### config.mk
export PLATFORM = sky130hd
export DESIGN_NAME = skt_ctrl
export DESIGN_NICKNAME = d
export VERILOG_FILES = /design/src/rtl/core/skt_pkg.sv /design/src/rtl/core/skt_ctrl.sv
export SDC_FILE = /design/constraint.sdc
export NUM_CORES = 1
export LEC_CHECK = 0
export BUFFER_PORTS_ARGS = -buffer_cell sky130_fd_sc_hd__buf_2
export CORE_AREA = 10 10 47 49
export DETAILED_ROUTE_END_ITERATION = 16
export DIE_AREA = 0 0 57 59
export PLACE_DENSITY_LB_ADDON = 0.12
export SKIP_CTS_REPAIR_TIMING = 1
export SLEW_MARGIN = 20
export SYNTH_ARGS = -nofsm -noshare
export SYNTH_HDL_FRONTEND = slang
export SYNTH_SLANG_ARGS = --single-unit
### constraint.sdc
create_clock -name clock -period 2.15 [get_ports clock]
set_input_delay 0.1075 -clock clock [delete_from_list [all_inputs] [get_ports clock]]
set_output_delay 0.1075 -clock clock [all_outputs]
set_load 0.01 [all_outputs]
### src/rtl/core/skt_pkg.sv
package skt_pkg;

   // Table geometry
   localparam int CAPACITY = 1024;
   localparam int IDX_W    = (CAPACITY > 1) ? $clog2(CAPACITY) : 1;
   localparam int CNT_W    = $clog2(CAPACITY + 1);

   // Fixed field widths of the transaction
   localparam int KEY_W  = 32;
   localparam int POS_W  = 10;
   localparam int ECNT_W = 11;

   typedef logic [KEY_W-1:0] key_type;
   typedef logic [IDX_W-1:0] idx_type;
   typedef logic [CNT_W-1:0] cnt_type;

   typedef enum logic [3:0] {
      ST_IDLE,
      ST_SRCH_RD,
      ST_SRCH_CMP,
      ST_CHK_RD,
      ST_CHK_CMP,
      ST_SHIFT_RD,
      ST_SHIFT_WR,
      ST_STORE,
      ST_DONE
   } skt_state_type;

   // Controller to datapath
   typedef struct packed {
      logic ready;
      logic load_key;
      logic srch_read;
      logic srch_update;
      logic chk_read;
      logic chk_eval;
      logic shift_read;
      logic shift_write;
      logic store;
      logic out_load;
   } skt_cmd_type;

   // Datapath to controller
   typedef struct packed {
      logic srch_done;
      logic is_hit;
      logic has_room;
      logic shift_done;
      logic out_free;
   } skt_status_type;

endpackage

### src/rtl/core/skt_ctrl.sv
module skt_ctrl (
   input  logic                    clock,
   input  logic                    reset,
   input  logic                    req_valid,
   input  skt_pkg::skt_status_type status,
   output skt_pkg::skt_cmd_type    cmd
);
   import skt_pkg::*;

   skt_state_type state_ff;
   skt_state_type state_in;

   // Advance the state
   always_ff @(posedge clock) begin
      if (reset) begin
         state_ff <= ST_IDLE;
      end else begin
         state_ff <= state_in;
      end
   end

   // Next state
   always_comb begin
      state_in = state_ff;
      case (state_ff)
         ST_IDLE: begin
            if (req_valid) begin
               state_in = ST_SRCH_RD;
            end
         end
         ST_SRCH_RD: begin
            if (status.srch_done) begin
               state_in = ST_CHK_RD;
            end else begin
               state_in = ST_SRCH_CMP;
            end
         end
         ST_SRCH_CMP: begin
            state_in = ST_SRCH_RD;
         end
         ST_CHK_RD: begin
            state_in = ST_CHK_CMP;
         end
         ST_CHK_CMP: begin
            if (!status.is_hit && status.has_room) begin
               state_in = ST_SHIFT_RD;
            end else begin
               state_in = ST_DONE;
            end
         end
         ST_SHIFT_RD: begin
            if (status.shift_done) begin
               state_in = ST_STORE;
            end else begin
               state_in = ST_SHIFT_WR;
            end
         end
         ST_SHIFT_WR: begin
            state_in = ST_SHIFT_RD;
         end
         ST_STORE: begin
            state_in = ST_DONE;
         end
         ST_DONE: begin
            if (status.out_free) begin
               state_in = ST_IDLE;
            end
         end
         default: begin
            state_in = ST_IDLE;
         end
      endcase
   end

   // Commands
   always_comb begin
      cmd = '0;
      case (state_ff)
         ST_IDLE: begin
            cmd.ready    = 1'b1;
            cmd.load_key = req_valid;
         end
         ST_SRCH_RD: begin
            cmd.srch_read = !status.srch_done;
         end
         ST_SRCH_CMP: begin
            cmd.srch_update = 1'b1;
         end
         ST_CHK_RD: begin
            cmd.chk_read = 1'b1;
         end
         ST_CHK_CMP: begin
            cmd.chk_eval = 1'b1;
         end
         ST_SHIFT_RD: begin
            cmd.shift_read = !status.shift_done;
         end
         ST_SHIFT_WR: begin
            cmd.shift_write = 1'b1;
         end
         ST_STORE: begin
            cmd.store = 1'b1;
         end
         ST_DONE: begin
            cmd.out_load = status.out_free;
         end
         default: begin
            cmd = '0;
         end
      endcase
   end

endmodule

==> key figures <==
Status
  – Status: completed

Detailed routing
  – Per-cell routed wire length: 13.3 um
  – Routed Antenna Nets: 0
  – Detailed Routing Iterations Pass 1: 4
  – Iter 0 DRT Violations: 4
  – Via Count: 377
  – DRC viols: 0
  – Final wirelength: 1010 um
  – Vias/cell: 4.96

Placed design
  – Dpl cell area: approximately 400 um2
  – Port bufs: 17
  – Hpwl dp: between 700 and 800 um
  – Gp weighted congestion: 0.696

Cells and area
  – Reg with most FFs: state_ff
  – # fillers: 169
  – Commonest non-fill, non-tap cell in the layout: buf_2
  – P&R area growth vs syn: 36.3%
  – Layout cell share with drive strength beyond 1: between 30% and 40%
  – Biggest regs: state_ff x4
  – Final instance area: 418 um2
  – Most frequent cells in the layout: 17 x buf_2, 6 x nor2_1, 5 x nor3_1
  – Nets@finish: 70
  – # diodes: 0
  – Max reg flops: 4

Worst setup path
  – Worst-path fanout max: 13
  – Reg2Reg Setup Slack: 0.59 ns
  – Crit path cell chain: or3b_1, a221o_1, a2111oi_2
  – Critical path required time: 2.27 ns
  – Critical path arrival: 1.69 ns
  – Reg-to-Reg End: state_ff[0]$_SDFFE_PP0P_
  – Setup crit start kind: register
  – FF-to-FF path depth: 3
  – Worst r2r src: state_ff[1]$_SDFFE_PP0P_
  – CP Class: register to register
  – Max incr delay on CP: 0.42 ns
  – CP max stage cell: dfxtp_1
  – Crit end category: register

Job
  – Max cap viols: 0

Yosys
  – Largest cells by area after synthesis: dfxtp_1 26%, nor3_1 8.2%, nor2_1 7.3%
  – Post-synth ARST share: 0%
  – Synth top area share: between 20% and 30%
  – Register area share after synthesis: roughly a quarter
  – Synthesis-stage register bit count: 4
  – Mapped Nets: between 50 and 60
  – Synth area leader: dfxtp_1
  – Mapped cell area: 307 um2
  – Mapped Avg Cell Area: 6.97 um2
  – Synth cell types: 22
  – Synth Instances: 44
  – Post-synth EDFFs: 0
  – Synth Flop Type: dfxtp_1
  – Ys Warns: 0

Timing
  – Worst slew pin tran: 0.392 ns
  – RSZ-0062 raised after global routing: no
  – Relative slew slack: approximately three quarters
  – Final Cycle Share: between 70% and 80%
  – Period minus WS final: 1.56 ns
  – Final Max Tran Viols: 0
  – Fmax: about 0.64 GHz
  – Final Hold Fails: 0
  – TNS Setup: 0 ns
  – Setup Skew: 0.00273 ns
  – Final Setup Violations: 0

CTS
  – CTS tree: done
  – Latest clock arrival within the worst-skew pair: 0.24 ns
  – Clock transition at path regs: 0.04 ns
  – Clk root buf: clkbuf_4
  – CTS sink cnt: 4
  – Max clock buf depth: 2
  – Inserted Clock Buffers: 3
  – H-tree depth: 1

Floorplanning
  – IO Pins: 18
  – Chip height: 59 um
  – Effective utilization at floorplan: 21.9%
  – Die width: 57 um
  – Core Rows: 14
  – Die ar.: 3360 um2
  – Core region area: 1400 um2

Pwr
  – IR drop worst, VDD: 0.000408 V
  – Pwr/cell area: 579 nW/um2
  – Leak: 0.209 nW

Global routing
  – Vias in the first global route: roughly 360
  – Grt ovf: 0
  – Largest net degree at the start of global routing: 14
  – All-Layer GR Usage: 6.43%
  – First-pass GRT wire length: 1740 um
  – Initial antenna violation count: 0

Worst hold path
  – Hold/Removal Path Class: input pin to register
  – Worst hold path depth: 2
  – Worst Hold End: state_ff[1]$_SDFFE_PP0P_
  – Startpoint of the worst hold path: reset
[worst max-delay path, delay by kind of cell (launching register included)]
kind / cells / cell delay (ns)
AND/OR/NAND/NOR: 1 / 0.42
AO/OA/AOI/OAI: 2 / 0.61
flip-flops: 1 / 0.42
[logic make-up (layout without fill, tap and decap cells)]
kind of cell | after synthesis | in the layout | synth area share [%]
DFF | 4 | 4 | 26.1
buffers and inverters | 6 | 22 | 7.75
and+or+nand+nor | 27 | 27 | 46.1
AOI/OAI and AO/OA | 7 | 7 | 20.0
[metrics by stage]
step                hold slack, ns  total power, mW  cells  util [%]  worst slack, ns
CTS                          0.121            0.247     76      29.8            0.575
global route                 0.123            0.264     76      29.8            0.491
floorplan                    0.180            0.128     44         -            0.807
detailed placement           0.367            0.150     73      28.2            0.616
global placement             0.357            0.151     73      28.2            0.649
finish                       0.123            0.242     76      29.8            0.586
[report_power, final]
| group | internal (mW) | total (mW) | switching [mW] |
|---|---|---|---|
| combinational | 0.0264 | 0.0555 | 0.0291 |
| sequential | 0.0791 | 0.0931 | 0.0141 |
| clock | 0.0625 | 0.0935 | 0.0311 |
[worst max-delay path by stage]
stage | startpoint | end | cells past startpoint | slack, ns
floorplan | state_ff[3]$_SDFFE_PP0P_ | cmd[8] | 3 | 0.81
global placement | state_ff[1]$_SDFFE_PP0P_ | state_ff[0]$_SDFFE_PP0P_ | 3 | 0.65
detailed placement | state_ff[1]$_SDFFE_PP0P_ | state_ff[0]$_SDFFE_PP0P_ | 3 | 0.62
CTS | state_ff[1]$_SDFFE_PP0P_ | state_ff[0]$_SDFFE_PP0P_ | 3 | 0.58
global route | state_ff[1]$_SDFFE_PP0P_ | state_ff[0]$_SDFFE_PP0P_ | 3 | 0.49
finish | state_ff[1]$_SDFFE_PP0P_ | state_ff[0]$_SDFFE_PP0P_ | 3 | 0.59
[layer usage]
layer  global-route usage [%]  routed length [um]  up-vias
met5                        0                   0        -
met4                     3.02                   0        0
met3                     3.22                  55        0
met2                     10.7                 499       12
met1                     6.64                 455      172
li1                         -                   -      193
[cell usage after synthesis (2+ instances only)]
master    n
nand2b_1  2
nor4_1    3
nor3_1    5
clkbuf_1  3
nor2_1    6
a21oi_1   2
nand3_1   2
dfxtp_1   4
and2_1    2
nand2_1   3
[area by class of cell]
class / instances / area, um2 / share of cell area (%)
tap: 16 / 20.0 / 4.79
multi-input combinational: 34 / 203 / 48.5
inverter: 2 / 7.51 / 1.80
timing repair buffer: 17 / 85.1 / 20.4
sequential: 4 / 80.1 / 19.2
clock buffer: 3 / 22.5 / 5.39
Note: power is estimated with default switching activity, not from simulation.
